<file path="src/rtl/swa_pkg.sv">
`default_nettype none

package swa_pkg;

  localparam int WINDOW_SLOTS = 32;
  localparam int SLOT_W       = $clog2(WINDOW_SLOTS);
  localparam int CNT_W        = $clog2(WINDOW_SLOTS + 1);
  localparam int SEQ_W        = 32;
  localparam int CMD_W        = 3;
  localparam int KIND_W       = 3;
  localparam int SLOT_OUT_W   = 5;
  localparam int RTO_W        = 31;
  localparam logic [RTO_W-1:0] RTO_RESET = RTO_W'(1000);

  // input commands
  typedef enum logic [CMD_W-1:0] {
    CMD_SEND  = 3'd0,
    CMD_ACK   = 3'd1,
    CMD_DATA  = 3'd2,
    CMD_TICK  = 3'd3,
    CMD_HELLO = 3'd4
  } cmd_e;

  // result kinds
  typedef enum logic [KIND_W-1:0] {
    KIND_SENT        = 3'd0,
    KIND_REFUSED     = 3'd1,
    KIND_ACK_INORDER = 3'd2,
    KIND_ACK_DUP     = 3'd3,
    KIND_RESEND      = 3'd4,
    KIND_TICK_IDLE   = 3'd5,
    KIND_ACK_TAKEN   = 3'd6,
    KIND_ACK_IGNORED = 3'd7
  } kind_e;

  typedef enum logic [1:0] {
    ST_IDLE,
    ST_SCAN_RD,
    ST_SCAN_CHK,
    ST_SCAN_END
  } state_e;

  // controller to datapath
  typedef struct packed {
    logic load_item;   // input item accepted this cycle
    logic scan_step;   // current scan slot checked, advance
    logic scan_finish; // emit the final tick result
  } ctrl_t;

  // datapath to controller
  typedef struct packed {
    logic out_free;    // result register can take a new item
    logic is_tick;     // pending input item is a tick
    logic cnt_zero;    // nothing outstanding
    logic last_idx;    // scan is at the last outstanding slot
    logic due;         // current slot deadline has passed
    logic pend_valid;  // a resend is held back for its last flag
  } stat_t;

endpackage

`default_nettype wire

</file>
<file path="src/rtl/swa_if.sv">
`default_nettype none

interface swa_item_if;
  logic                       valid;
  logic                       ready;
  logic [swa_pkg::CMD_W-1:0]  cmd;
  logic [swa_pkg::SEQ_W-1:0]  seq_in;
  logic [swa_pkg::SEQ_W-1:0]  now;

  modport source (output valid, output cmd, output seq_in, output now, input ready);
  modport sink   (input valid, input cmd, input seq_in, input now, output ready);
endinterface

interface swa_result_if;
  logic                            valid;
  logic                            ready;
  logic [swa_pkg::KIND_W-1:0]      kind;
  logic [swa_pkg::SEQ_W-1:0]       seq_out;
  logic [swa_pkg::SLOT_OUT_W-1:0]  slot;
  logic                            last;

  modport source (output valid, output kind, output seq_out, output slot, output last,
                  input ready);
  modport sink   (input valid, input kind, input seq_out, input slot, input last,
                  output ready);
endinterface

interface swa_cfg_if;
  logic                       valid;
  logic                       ready;
  logic [swa_pkg::RTO_W-1:0]  retransmit_timeout;

  modport source (output valid, output retransmit_timeout, input ready);
  modport sink   (input valid, input retransmit_timeout, output ready);
endinterface

`default_nettype wire

</file>
<file path="src/rtl/sliding_window_arq_engine.sv">
`default_nettype none

// sliding window arq bookkeeping with cumulative acks: sends get a sequence
// number, a window slot (sequence modulo 32) and a retransmit deadline of
// now + retransmit_timeout; sends are refused before the hello ack and while
// 32 numbers are outstanding. received data in order is acked and advances
// the expected number, anything else re-acks expected minus one. acks outside
// the outstanding range, including numbers never sent, are ignored. a tick
// walks the outstanding slots from the ack point and resends every slot whose
// deadline has passed (32-bit wrapping compare), restarting its deadline; if
// nothing is due it gives one tick idle result. a hello ack and unused
// commands give no result. send, ack and data items are accepted in the
// idle state and their result lands in the output register; a tick is
// accepted in the idle state, then each outstanding slot takes a read state
// and a check state, and a closing state gives the final result, as the
// deadline ram has a single read port whose read data is registered.
// one resend is held back until the next due slot or the end of the walk so
// its last flag is known, and stalls on the result side stretch the walk.
// the retransmit timeout register accepts a write every cycle and should only
// be written while the block is idle. deadline ram contents are not cleared
// at reset; only slots of sent numbers are ever read.

module sliding_window_arq_engine (
  input  wire logic   clk_i,
  input  wire logic   rst_ni,
  swa_item_if.sink    item_i,
  swa_result_if.source result_o,
  swa_cfg_if.sink     cfg_i
);

  swa_pkg::ctrl_t ctrl;
  swa_pkg::stat_t stat;

  // config register is always writable
  assign cfg_i.ready = 1'b1;

  // sequencer: idle, slot read, slot check, closing result
  swa_ctrl u_ctrl (
    .clk_i      (clk_i),
    .rst_ni     (rst_ni),
    .in_valid_i (item_i.valid),
    .in_ready_o (item_i.ready),
    .stat_i     (stat),
    .ctrl_o     (ctrl)
  );

  // sequence counters, deadline ram, held resend and result register
  swa_dp u_dp (
    .clk_i       (clk_i),
    .rst_ni      (rst_ni),
    .cmd_i       (item_i.cmd),
    .seq_in_i    (item_i.seq_in),
    .now_i       (item_i.now),
    .cfg_valid_i (cfg_i.valid),
    .cfg_rto_i   (cfg_i.retransmit_timeout),
    .out_valid_o (result_o.valid),
    .out_ready_i (result_o.ready),
    .out_kind_o  (result_o.kind),
    .out_seq_o   (result_o.seq_out),
    .out_slot_o  (result_o.slot),
    .out_last_o  (result_o.last),
    .ctrl_i      (ctrl),
    .stat_o      (stat)
  );

endmodule

`default_nettype wire

</file>
<file path="src/rtl/swa_ram.sv">
`default_nettype none

module swa_ram #(
  parameter int WIDTH = 32,
  parameter int DEPTH = 32
) (
  input  wire logic                     clk_i,
  input  wire logic                     we_i,
  input  wire logic [$clog2(DEPTH)-1:0] waddr_i,
  input  wire logic [WIDTH-1:0]         wdata_i,
  input  wire logic [$clog2(DEPTH)-1:0] raddr_i,
  output      logic [WIDTH-1:0]         rdata_o
);

  logic [WIDTH-1:0] mem_q [DEPTH];
  logic [WIDTH-1:0] rdata_q;

  always_ff @(posedge clk_i) begin
    if (we_i) begin
      mem_q[waddr_i] <= wdata_i;
    end
    rdata_q <= mem_q[raddr_i];
  end

  assign rdata_o = rdata_q;

endmodule

`default_nettype wire

</file>
<file path="src/rtl/swa_ctrl.sv">
`default_nettype none

module swa_ctrl (
  input  wire logic           clk_i,
  input  wire logic           rst_ni,
  input  wire logic           in_valid_i,
  output      logic           in_ready_o,
  input  wire swa_pkg::stat_t stat_i,
  output      swa_pkg::ctrl_t ctrl_o
);

  swa_pkg::state_e state_q, state_d;
  logic            scan_adv;

  // a due slot must wait while the held resend cannot be pushed out
  assign scan_adv = !(stat_i.due && stat_i.pend_valid && !stat_i.out_free);

  always_comb begin
    state_d = state_q;
    case (state_q)
      swa_pkg::ST_IDLE: begin
        if (in_valid_i && stat_i.out_free && stat_i.is_tick) begin
          state_d = stat_i.cnt_zero ? swa_pkg::ST_SCAN_END : swa_pkg::ST_SCAN_RD;
        end
      end
      swa_pkg::ST_SCAN_RD: begin
        state_d = swa_pkg::ST_SCAN_CHK;
      end
      swa_pkg::ST_SCAN_CHK: begin
        if (scan_adv) begin
          state_d = stat_i.last_idx ? swa_pkg::ST_SCAN_END : swa_pkg::ST_SCAN_RD;
        end
      end
      swa_pkg::ST_SCAN_END: begin
        if (stat_i.out_free) begin
          state_d = swa_pkg::ST_IDLE;
        end
      end
      default: begin
        state_d = swa_pkg::ST_IDLE;
      end
    endcase
  end

  always_comb begin
    in_ready_o  = 1'b0;
    ctrl_o      = '0;
    case (state_q)
      swa_pkg::ST_IDLE: begin
        in_ready_o       = stat_i.out_free;
        ctrl_o.load_item = in_valid_i && stat_i.out_free;
      end
      swa_pkg::ST_SCAN_CHK: begin
        ctrl_o.scan_step = scan_adv;
      end
      swa_pkg::ST_SCAN_END: begin
        ctrl_o.scan_finish = stat_i.out_free;
      end
      default: begin
        in_ready_o = 1'b0;
      end
    endcase
  end

  always_ff @(posedge clk_i or negedge rst_ni) begin
    if (!rst_ni) begin
      state_q <= swa_pkg::ST_IDLE;
    end else begin
      state_q <= state_d;
    end
  end

endmodule

`default_nettype wire

</file>
<file path="src/rtl/swa_dp.sv">
`default_nettype none

module swa_dp (
  input  wire logic                         clk_i,
  input  wire logic                         rst_ni,
  input  wire logic [swa_pkg::CMD_W-1:0]    cmd_i,
  input  wire logic [swa_pkg::SEQ_W-1:0]    seq_in_i,
  input  wire logic [swa_pkg::SEQ_W-1:0]    now_i,
  input  wire logic                         cfg_valid_i,
  input  wire logic [swa_pkg::RTO_W-1:0]    cfg_rto_i,
  output      logic                         out_valid_o,
  input  wire logic                         out_ready_i,
  output      logic [swa_pkg::KIND_W-1:0]   out_kind_o,
  output      logic [swa_pkg::SEQ_W-1:0]    out_seq_o,
  output      logic [swa_pkg::SLOT_OUT_W-1:0] out_slot_o,
  output      logic                         out_last_o,
  input  wire swa_pkg::ctrl_t               ctrl_i,
  output      swa_pkg::stat_t               stat_o
);

  localparam int SW = swa_pkg::SEQ_W;

  // sequence state
  logic [SW-1:0]               next_q, next_d;
  logic [SW-1:0]               ack_q, ack_d;
  logic [SW-1:0]               exp_q, exp_d;
  logic                        hello_wait_q, hello_wait_d;
  logic [swa_pkg::RTO_W-1:0]   rto_q;

  // scan state
  logic [swa_pkg::SLOT_W-1:0]  idx_q, idx_d;
  logic [SW-1:0]               now_q, now_d;
  logic                        pend_valid_q, pend_valid_d;
  logic [SW-1:0]               pend_seq_q, pend_seq_d;

  // result register
  logic                        out_valid_q, out_valid_d;
  swa_pkg::kind_e              out_kind_q, out_kind_d;
  logic [SW-1:0]               out_seq_q, out_seq_d;
  logic                        out_last_q, out_last_d;

  logic [SW-1:0]               outstanding;
  logic                        window_full;
  logic [swa_pkg::CNT_W-1:0]   cnt;
  logic                        out_free;
  logic [SW-1:0]               scan_seq;
  logic [swa_pkg::SLOT_W-1:0]  scan_addr;
  logic [SW-1:0]               dl_rdata;
  logic [SW-1:0]               dl_diff;
  logic                        due;
  logic                        ram_we;
  logic [swa_pkg::SLOT_W-1:0]  ram_waddr;
  logic [SW-1:0]               ram_wdata;
  logic [SW-1:0]               new_deadline;

  assign outstanding  = next_q - ack_q;
  assign window_full  = outstanding >= SW'(swa_pkg::WINDOW_SLOTS);
  assign cnt          = window_full ? swa_pkg::CNT_W'(swa_pkg::WINDOW_SLOTS)
                                    : outstanding[swa_pkg::CNT_W-1:0];
  assign out_free     = !out_valid_q || out_ready_i;
  assign scan_seq     = ack_q + SW'(idx_q);
  assign scan_addr    = scan_seq[swa_pkg::SLOT_W-1:0];
  assign dl_diff      = now_q - dl_rdata;
  assign due          = (dl_diff != '0) && !dl_diff[SW-1];

  always_comb begin
    next_d       = next_q;
    ack_d        = ack_q;
    exp_d        = exp_q;
    hello_wait_d = hello_wait_q;
    idx_d        = idx_q;
    now_d        = now_q;
    pend_valid_d = pend_valid_q;
    pend_seq_d   = pend_seq_q;
    out_valid_d  = out_valid_q && !out_ready_i;
    out_kind_d   = out_kind_q;
    out_seq_d    = out_seq_q;
    out_last_d   = out_last_q;
    ram_we       = 1'b0;
    ram_waddr    = scan_addr;
    ram_wdata    = '0;
    new_deadline = now_i + SW'(rto_q);

    if (ctrl_i.load_item) begin
      case (cmd_i)
        swa_pkg::CMD_SEND: begin
          out_valid_d = 1'b1;
          out_last_d  = 1'b1;
          out_seq_d   = next_q;
          if (hello_wait_q || window_full) begin
            out_kind_d = swa_pkg::KIND_REFUSED;
          end else begin
            out_kind_d = swa_pkg::KIND_SENT;
            next_d     = next_q + SW'(1);
            ram_we     = 1'b1;
            ram_waddr  = next_q[swa_pkg::SLOT_W-1:0];
            ram_wdata  = new_deadline;
          end
        end
        swa_pkg::CMD_ACK: begin
          out_valid_d = 1'b1;
          out_last_d  = 1'b1;
          out_seq_d   = seq_in_i;
          // only numbers inside the outstanding range move the ack point
          if ((seq_in_i - ack_q) < outstanding) begin
            ack_d      = seq_in_i + SW'(1);
            out_kind_d = swa_pkg::KIND_ACK_TAKEN;
          end else begin
            out_kind_d = swa_pkg::KIND_ACK_IGNORED;
          end
        end
        swa_pkg::CMD_DATA: begin
          out_valid_d = 1'b1;
          out_last_d  = 1'b1;
          if (seq_in_i == exp_q) begin
            exp_d      = seq_in_i + SW'(1);
            out_kind_d = swa_pkg::KIND_ACK_INORDER;
            out_seq_d  = seq_in_i;
          end else begin
            out_kind_d = swa_pkg::KIND_ACK_DUP;
            out_seq_d  = exp_q - SW'(1);
          end
        end
        swa_pkg::CMD_TICK: begin
          now_d        = now_i;
          idx_d        = '0;
          pend_valid_d = 1'b0;
        end
        swa_pkg::CMD_HELLO: begin
          hello_wait_d = 1'b0;
        end
        default: begin
          hello_wait_d = hello_wait_q;
        end
      endcase
    end

    if (ctrl_i.scan_step) begin
      idx_d = idx_q + swa_pkg::SLOT_W'(1);
      if (due) begin
        ram_we       = 1'b1;
        ram_waddr    = scan_addr;
        ram_wdata    = now_q + SW'(rto_q);
        pend_valid_d = 1'b1;
        pend_seq_d   = scan_seq;
        // the held resend is now known not to be the last one
        if (pend_valid_q) begin
          out_valid_d = 1'b1;
          out_kind_d  = swa_pkg::KIND_RESEND;
          out_seq_d   = pend_seq_q;
          out_last_d  = 1'b0;
        end
      end
    end

    if (ctrl_i.scan_finish) begin
      out_valid_d  = 1'b1;
      out_last_d   = 1'b1;
      pend_valid_d = 1'b0;
      if (pend_valid_q) begin
        out_kind_d = swa_pkg::KIND_RESEND;
        out_seq_d  = pend_seq_q;
      end else begin
        out_kind_d = swa_pkg::KIND_TICK_IDLE;
        out_seq_d  = ack_q;
      end
    end
  end

  swa_ram #(
    .WIDTH (SW),
    .DEPTH (swa_pkg::WINDOW_SLOTS)
  ) u_deadline_ram (
    .clk_i   (clk_i),
    .we_i    (ram_we),
    .waddr_i (ram_waddr),
    .wdata_i (ram_wdata),
    .raddr_i (scan_addr),
    .rdata_o (dl_rdata)
  );

  always_ff @(posedge clk_i or negedge rst_ni) begin
    if (!rst_ni) begin
      next_q       <= '0;
      ack_q        <= '0;
      exp_q        <= '0;
      hello_wait_q <= 1'b1;
      rto_q        <= swa_pkg::RTO_RESET;
      idx_q        <= '0;
      pend_valid_q <= 1'b0;
      out_valid_q  <= 1'b0;
    end else begin
      next_q       <= next_d;
      ack_q        <= ack_d;
      exp_q        <= exp_d;
      hello_wait_q <= hello_wait_d;
      idx_q        <= idx_d;
      pend_valid_q <= pend_valid_d;
      out_valid_q  <= out_valid_d;
      if (cfg_valid_i) begin
        rto_q <= cfg_rto_i;
      end
    end
  end

  always_ff @(posedge clk_i) begin
    now_q      <= now_d;
    pend_seq_q <= pend_seq_d;
    out_kind_q <= out_kind_d;
    out_seq_q  <= out_seq_d;
    out_last_q <= out_last_d;
  end

  assign out_valid_o = out_valid_q;
  assign out_kind_o  = out_kind_q;
  assign out_seq_o   = out_seq_q;
  assign out_slot_o  = swa_pkg::SLOT_OUT_W'(out_seq_q[swa_pkg::SLOT_W-1:0]);
  assign out_last_o  = out_last_q;

  assign stat_o.out_free   = out_free;
  assign stat_o.is_tick    = cmd_i == swa_pkg::CMD_TICK;
  assign stat_o.cnt_zero   = cnt == '0;
  assign stat_o.last_idx   = (swa_pkg::CNT_W'(idx_q) + swa_pkg::CNT_W'(1)) == cnt;
  assign stat_o.due        = due;
  assign stat_o.pend_valid = pend_valid_q;

endmodule

`default_nettype wire
</file>
<file path="src/flat_wrapper.sv">
// flat-port wrapper written by rule: the top's interface ports become plain ports
module sliding_window_arq_engine_flat 
  (clk_i, rst_ni, item_i_valid, item_i_cmd, item_i_seq_in, item_i_now, item_i_ready, result_o_valid, result_o_kind, result_o_seq_out, result_o_slot, result_o_last, result_o_ready, cfg_i_valid, cfg_i_retransmit_timeout, cfg_i_ready);
  swa_item_if item_i_i ();
  swa_result_if result_o_i ();
  swa_cfg_if cfg_i_i ();
  input  wire logic clk_i;
  input  wire logic rst_ni;
  input wire logic [$bits(item_i_i.valid)-1:0] item_i_valid;
  input wire logic [$bits(item_i_i.cmd)-1:0] item_i_cmd;
  input wire logic [$bits(item_i_i.seq_in)-1:0] item_i_seq_in;
  input wire logic [$bits(item_i_i.now)-1:0] item_i_now;
  output wire logic [$bits(item_i_i.ready)-1:0] item_i_ready;
  output wire logic [$bits(result_o_i.valid)-1:0] result_o_valid;
  output wire logic [$bits(result_o_i.kind)-1:0] result_o_kind;
  output wire logic [$bits(result_o_i.seq_out)-1:0] result_o_seq_out;
  output wire logic [$bits(result_o_i.slot)-1:0] result_o_slot;
  output wire logic [$bits(result_o_i.last)-1:0] result_o_last;
  input wire logic [$bits(result_o_i.ready)-1:0] result_o_ready;
  input wire logic [$bits(cfg_i_i.valid)-1:0] cfg_i_valid;
  input wire logic [$bits(cfg_i_i.retransmit_timeout)-1:0] cfg_i_retransmit_timeout;
  output wire logic [$bits(cfg_i_i.ready)-1:0] cfg_i_ready;
  assign item_i_i.valid = item_i_valid;
  assign item_i_i.cmd = item_i_cmd;
  assign item_i_i.seq_in = item_i_seq_in;
  assign item_i_i.now = item_i_now;
  assign item_i_ready = item_i_i.ready;
  assign result_o_valid = result_o_i.valid;
  assign result_o_kind = result_o_i.kind;
  assign result_o_seq_out = result_o_i.seq_out;
  assign result_o_slot = result_o_i.slot;
  assign result_o_last = result_o_i.last;
  assign result_o_i.ready = result_o_ready;
  assign cfg_i_i.valid = cfg_i_valid;
  assign cfg_i_i.retransmit_timeout = cfg_i_retransmit_timeout;
  assign cfg_i_ready = cfg_i_i.ready;
  sliding_window_arq_engine u_core (.clk_i(clk_i), .rst_ni(rst_ni), .item_i(item_i_i), .result_o(result_o_i), .cfg_i(cfg_i_i));
endmodule
</file>
<file path="config.mk">
export PLATFORM = sky130hd
export DESIGN_NAME = sliding_window_arq_engine_flat
export DESIGN_NICKNAME = d
export VERILOG_FILES = /design/src/rtl/swa_pkg.sv /design/src/rtl/swa_if.sv /design/src/rtl/sliding_window_arq_engine.sv /design/src/rtl/swa_ram.sv /design/src/rtl/swa_ctrl.sv /design/src/rtl/swa_dp.sv /design/src/flat_wrapper.sv
export SDC_FILE = /design/constraint.sdc
export NUM_CORES = 2
export LEC_CHECK = 0
export ABC_AREA = 0
export BUFFER_PORTS_ARGS = -buffer_cell sky130_fd_sc_hd__buf_2
export CORE_UTILIZATION = 40
export CTS_CLUSTER_DIAMETER = 200
export CTS_CLUSTER_SIZE = 28
export DETAILED_ROUTE_END_ITERATION = 8
export GPL_ROUTABILITY_DRIVEN = 0
export SYNTH_ARGS = -nofsm -noshare
export SYNTH_HDL_FRONTEND = slang
export SYNTH_SLANG_ARGS = --single-unit
</file>
<file path="constraint.sdc">
create_clock -name clk_i -period 9.9 [get_ports clk_i]
set_clock_uncertainty 0.2 [all_clocks]
set_input_delay 0.99 -clock clk_i [delete_from_list [all_inputs] [get_ports clk_i]]
set_output_delay 0.99 -clock clk_i [all_outputs]
set_load 0.005 [all_outputs]
</file>
== Word level (Yosys, flattened, before mapping) ==
Memories as Yosys holds them, arrays and structs flattened. A register that Yosys moved wholly into a read port is not among the register bits.
Cells that the tools add are included.

* Input bits: 103
* Memories kept: 1
* Output and inout port bits: 44
* Bits in writable memories: 1024
* Register bits after elaboration: 237
* Word-level logic and storage cells: 134

{| class="wikitable"
|+ Memory list
! memory !! words !! width !! read ports !! clocked after memory_dff !! wr ports !! RTL line !! RTL
|-
| u_core.u_dp.u_deadline_ram.mem_q || 32 || 32 || 1 || 1 || 1 || swa_ram.sv:15 || <nowiki>logic [WIDTH-1:0] mem_q [DEPTH];</nowiki>
|}

* Bitwise operators: 1
* Equal/unequal tests: 12
* Mux-type cells: 65
* Reduce and logical (&&, ||, !) cells: 28
* Add/subtract/negate cells: 11
* Order comparisons: 2

{| class="wikitable"
|+ Operators by type and width
! kind !! count
|-
| $mux W32 || 12
|-
| $pmux W32 S3 || 1
|-
| $sub A32 B32 Y32 || 3
|-
| $add A32 B1 Y32 const B || 2
|-
| $add A32 B31 Y32 || 2
|-
| $mux W5 || 8
|-
| $add A32 B5 Y32 || 1
|-
| $eq A32 B32 Y1 || 1
|-
| $ge A32 B6 Y1 const B || 1
|-
| $lt A32 B32 Y1 || 1
|-
| $reduce_bool A32 Y1 || 1
|-
| $sub A32 B1 Y32 const B || 1
|-
| $mux W1 || 31
|-
| $mux W3 || 5
|-
| $reduce_and A3 Y1 || 4
|-
| $mux W2 || 5
|-
| $pmux W3 S3 || 1
|-
| $pmux W2 S4 || 1
|-
| $reduce_and A2 Y1 || 4
|-
| $add A5 B1 Y6 const B || 1
|-
| $eq A3 B2 Y1 const B || 2
|-
| $eq A6 B6 Y1 || 1
|-
| $logic_and A1 B1 Y1 || 6
|-
| $logic_not A6 Y1 || 1
|-
| 14 further kinds || 23
|}

== Logic depth before layout (Yosys ltp) ==
* Depth in word-level cells: 10
* Depth in mapped cells: 30

== Cells and area by module ==
From an unflattened synthesis, not the netlist that was laid out.

* Cell total of the unflattened synthesis: 4875
* Area, all modules: 62119.6 um^2

{| class="wikitable"
|+ Modules (own cells, without submodules)
! module !! times used !! area an instance (um^2) !! cells each !! seq. area each (um^2)
|-
| swa_ram || 1 || 40490.1 || 2260 || 31390.1
|-
| swa_dp || 1 || 21464.3 || 2595 || 6029.5
|-
| swa_ctrl || 1 || 153.9 || 18 || 50.0
|-
| sliding_window_arq_engine || 1 || 11.3 || 2 || 0.0
|}

== Worst setup path before layout ==
OpenSTA, ideal clock, no wires.

* Kind: input to register
* Start point: in item_i_seq_in[0]
* End point: reg u_core.u_dp.ack_q[10]
* Data arrival time: 5.954 ns
* Stages: 30
* Path slack: 3.614 ns
* Setup time: 0.133 ns
* Cells stage by stage: clkbuf_1 > inv_1 > ha_1 > inv_1 > fa_1 > a21o_1 > a21oi_1 > nor2b_1 > o41ai_1 > o31ai_1 > o211ai_1 > a211oi_1 > o31ai_1 > nand2b_1 > a21o_1 > a21oi_1 > xnor2_1 > ha_1 > a21o_1 > a21oi_1 > nor2b_1 > o21ai_0 > nand2b_1 > a21oi_1 > nor2_1 > a2111oi_0 > nand4_1 > clkbuf_1 > nor2_1 > a21oi_1

* Longest elaborated chain between the ends: 3
* Elaborated cells between the ends (all ways): 4
* Classes of those cells: 2 x add/sub; 1 x order compare; 1 x reduce/logical

{| class="wikitable"
|+ RTL lines
! element !! RTL line !! RTL
|-
| start: declaration || flat_wrapper.sv:11 || <nowiki>input wire logic [$bits(item_i_i.seq_in)-1:0] item_i_seq_in;</nowiki>
|-
| $sub A32 B32 Y32 || swa_dp.sv:105 || <nowiki>if ((seq_in_i - ack_q) < outstanding) begin</nowiki>
|-
| $lt A32 B32 Y1 || swa_dp.sv:105 ||
|-
| $reduce_and A3 Y1 (no line) || n/a ||
|-
| end signal: assignment || swa_dp.sv:194 || <nowiki>ack_q <= ack_d;</nowiki>
|-
| end: declaration || swa_dp.sv:25 || <nowiki>logic [SW-1:0] ack_q, ack_d;</nowiki>
|}

Several ways; a longest one is shown, not always the timed one.
A chain may end at the register's enable or synchronous reset.

== Final worst setup path ==
* Start point: reg u_core.u_dp.next_q[0]
* End point: mem u_core.u_dp.u_deadline_ram.mem_q[8][30], enable pin

* Longest elaborated chain between the ends: 10
* Elaborated cells between the ends (all ways): 15
* Classes of those cells: 1 x add/sub; 1 x order compare; 12 x mux; 1 x reduce/logical

{| class="wikitable"
|+ RTL lines
! element !! RTL line !! RTL
|-
| start: declaration || swa_dp.sv:24 || <nowiki>logic [SW-1:0] next_q, next_d;</nowiki>
|-
| start signal: assignment || swa_dp.sv:193 || <nowiki>next_q <= next_d;</nowiki>
|-
| $sub A32 B32 Y32 || swa_dp.sv:56 || <nowiki>assign outstanding = next_q - ack_q;</nowiki>
|-
| $ge A32 B6 Y1 || swa_dp.sv:57 || <nowiki>assign window_full = outstanding >= SW'(swa_pkg::WINDOW_SLOTS);</nowiki>
|-
| $logic_or A1 B1 Y1 || swa_dp.sv:90 || <nowiki>if (hello_wait_q || window_full) begin</nowiki>
|-
| $mux W1 || swa_dp.sv:90 ||
|-
| $mux W1 || swa_dp.sv:85 || <nowiki>case (cmd_i)</nowiki>
|-
| $mux W1 || swa_dp.sv:84 || <nowiki>if (ctrl_i.load_item) begin</nowiki>
|-
| $mux W1 || swa_dp.sv:140 || <nowiki>if (due) begin</nowiki>
|-
| $mux W1 || swa_dp.sv:138 || <nowiki>if (ctrl_i.scan_step) begin</nowiki>
|-
| $mux W1 || swa_ram.sv:19 || <nowiki>if (we_i) begin</nowiki>
|-
| $mux W1 (implied by the code) || swa_ram.sv:20 || <nowiki>mem_q[waddr_i] <= wdata_i;</nowiki>
|-
| end: declaration || swa_ram.sv:15 ||
|}

Several ways; a longest one is shown, not always the timed one.

==> impl_metrics.json <==
{
  "areaGrowthSynthToFinish_pct": 8.412,
  "wl_per_cell_um": 26.63,
  "ant_nets": 0,
  "clockBufferDepth": 3,
  "syn_avg_cell_area_um2": 14.84,
  "fin_setup_tns_ps": 0,
  "dpl.hpwl_um": 112200,
  "gr-usage-met1_pct": 30.32,
  "path_class": "flip-flop to flip-flop",
  "portBuffers": 145,
  "synth_area_leader_cell": "edfxtp_1",
  "grt_usage_pct": 21.34,
  "synth.area.top_cells": "edfxtp_1 53%, mux4_2 12%, dfrtp_1 5.3%",
  "fin_crit_ps": 7436,
  "cp.arrival_ps": 7610,
  "netlist_area_um2": 61400,
  "drv_slew": 0,
  "cpLargestDelayFamily": "simple AND/OR/NAND/NOR gates",
  "drt-initial-drc-count": 3780,
  "syn-instance-count": 4136,
  "synth_nets": 4439,
  "endpoint_kind": "flip-flop",
  "met3_usage_pct": 2.918,
  "path_buf_inv": 2,
  "ys.flop_type": "edfxtp_1",
  "wl_um": 168000,
  "postCtsSetupRepairBufs": 0,
  "top_usage_layer": "met2",
  "synth_edf_count": 1088,
  "ir_drop_mv": 0.2905,
  "relSlewSlack_pct": 11.81,
  "overflow": 0,
  "vias_per_cell": 5.883,
  "cp.required_ps": 10070,
  "ys_async_sr_fraction_pct": 10.60,
  "ios": 147,
  "start_kind": "flip-flop",
  "fin_crit_sh_pct": 75.11,
  "clk_latency_ps": 740,
  "timing.final.ws_setup_ps": 2464,
  "yosysSeqAreaShare_pct": 61.03,
  "row_count": 143,
  "clock.fmax_ghz": 0.1345,
  "status": "finished, final reports clean",
  "die_w_um": 393.8,
  "cp_max_fo": 18,
  "grt_max_degree": 142,
  "cts_inserted_buffers": 52,
  "slowest_delay_ps": 920,
  "cts_tree": "done",
  "max_cap_violations": 0,
  "first_pass_iters": 6,
  "grt_first_pass_wirelength_um": 246800,
  "multi_input_area_um2": 23040,
  "grt_pass1_vias": 36550,
  "setup_violations": 0,
  "fillerInstances": 13510,
  "detailedPlace.worstSlack_ps": 2535,
  "hold_viol_final": 0,
  "met2_usage_pct": 34.69,
  "hold_path.class": "input pin to flip-flop",
  "synth_seq_cells": 1293,
  "drcViolationCount": 0,
  "drive_gt1_share_pct": 18.93,
  "die_height_um": 393.8,
  "root_buffer": "clkbuf_16",
  "pwr_density_cell_nw_per_um2": 315.8,
  "finalNetCount": 4537,
  "ys_types": 101,
  "clock-sinks": 1293,
  "rsz0062_at_grt": "false",
  "yosysWarningCount": 0,
  "seqCellArea_um2": 37470,
  "slowest_stage": "nor2_2",
  "antenna_found_initial": 7,
  "worst_pin_slew_ps": 1323,
  "die_area_um2": 155100,
  "p_leak_uw": 0.02331,
  "start_util_pct": 40.37,
  "core_um2": 152100,
  "num_vias": 37120,
  "crit_chain": "inv_1 > ha_1 > fa_1 > nand2b_1 > a21oi_1 > o311ai_0 > a311oi_1 > nand3_1 > nor4b_1 > nand4_1 > nor4b_1 > nand4_1 > nor2_2 > a32oi_2 > nor2_4 > buf_4",
  "yosysTopAreaCellShare_pct": 53.21,
  "htree_levels": 2,
  "clk_pin_slew_ps": 120
}
-- power breakdown --
part           leakage [uW]  switching, uW  internal, uW
Combinational        0.0103           6350          5080
Sequential           0.0123            279          6580
Clock              0.000734           1690          1040
-- placed cells by master, fill, tap and decap left out, types with 30 or more instances in the layout --
cell type / count
a211o_1: 32
a21o_1: 96
a21oi_1: 224
and3_1: 46
buf_2: 144
buf_4: 87
clkbuf_1: 41
clkbuf_16: 53
dfrtp_1: 130
dfxtp_1: 68
edfxtp_1: 1088
ha_1: 193
inv_1: 137
mux2_2: 97
mux4_2: 320
nand2_1: 187
nand3_1: 83
nand4_1: 58
nor2_1: 198
nor3_1: 70
o211ai_1: 39
o21ai_0: 106
or3_1: 30
xnor2_1: 167
xor2_1: 100
-- flip-flops by register name (all words and copies together), names as in the netlist, 2 cells and up --
signal,count
u_core.u_ctrl.state_q,2
u_core.u_dp.u_deadline_ram.rdata_o,32
u_core.u_dp.out_kind_o,3
u_core.u_dp.idx_q,5
u_core.u_dp.pend_seq_q,32
u_core.u_dp.next_q,32
u_core.u_dp.out_seq_o,32
u_core.u_dp.exp_q,32
u_core.u_dp.u_deadline_ram.mem_q,1024
u_core.u_dp.now_q,32
u_core.u_dp.ack_q,32
u_core.u_dp.rto_q,31
-- through the flow --
step / utilization [%] / instances / hold slack, ps / cell area [um2] / power (uW)
global placement: 42.72 / 6209 / 229.1 / 64970 / 18390
floorplan: - / 4136 / 219.3 / 61400 / 14790
finish: 43.77 / 6310 / 250.6 / 66560 / 21020
detailed placement: 42.72 / 6209 / 231.9 / 64970 / 18440
global route: 43.77 / 6309 / 211.0 / 66560 / 22070
CTS: 43.76 / 6308 / 194.3 / 66550 / 21170
-- metal layers --
metal	vias to the layer above	part of all wire [%]	routed length (um)
met5	-	0	0
met2	1241	48	79970
met1	19280	43	72760
met3	186	6.7	11240
met4	0	2.4	4049
li1	16410	-	-
-- path summary, 6_finish.rpt --
path / endpoint / slack (ps) / from / depth (start not counted)
max in group asynchronous: u_core.u_dp.next_q[3] / 7170 / rst_ni / 4
max: u_core.u_dp.u_deadline_ram.mem_q[8][30] / 2460 / u_core.u_dp.next_q[0] / 16
min: u_core.u_dp.now_q[4] / 250 / item_i_now[4] / 1
min in group asynchronous: u_core.u_dp.rto_q[22] / 530 / rst_ni / 2
max reg2reg: u_core.u_dp.u_deadline_ram.mem_q[8][30] / 2460 / u_core.u_dp.next_q[0] / 16
min reg2reg: u_core.u_dp.out_seq_o[6] / 260 / u_core.u_dp.pend_seq_q[6] / 1
-- synth_stat cells, drive strengths merged (97+ instances only) --
| cell type | number |
|---|---|
| ha | 194 |
| nand2 | 187 |
| edfxtp | 1088 |
| nor2 | 228 |
| o21ai | 137 |
| clkbuf | 141 |
| mux4 | 320 |
| a21oi | 231 |
| inv | 138 |
| mux2 | 97 |
| dfrtp | 130 |
| xnor2 | 170 |
| xor2 | 100 |
-- repair_timing --
item,in CTS,in global routing
hold endpoints to repair,26,0
hold buffers,1,0
gates resized for setup,0,0
-- worst reg2reg max path: stages (launching register included) --
cell and delay (ps):
dfrtp_1 580, inv_1 220, ha_1 290, fa_1 400, nand2b_1 200, a21oi_1 240, o311ai_0 190, a311oi_1 520
nand3_1 130, nor4b_1 310, nand4_1 180, nor4b_1 330, nand4_1 650, nor2_2 920, a32oi_2 490, nor2_4 820
buf_4 440
-- layout make-up --
type,count,share of cell area (%)
Antenna cell,2,0.007519
Clock buffer,94,2.224
Clock inverter,4,0.1316
Inverter,139,0.7838
Multi-Input combinational cell,2514,34.62
Sequential cell,1293,56.29
Tap cell,2030,3.816
Timing Repair Buffer,234,2.126
-- cell families after synthesis --
family / Yosys count / share of synthesized area, %
compound gates: 770 / 8.327
xor+xnor: 270 / 3.851
fa+ha+maj: 200 / 4.149
buf+inv: 329 / 2.101
flops: 1293 / 61.03
mux: 424 / 13.63
other cells: 1 / 0.006108
simple gates: 849 / 6.908
(Power assumes the default switching activity.)
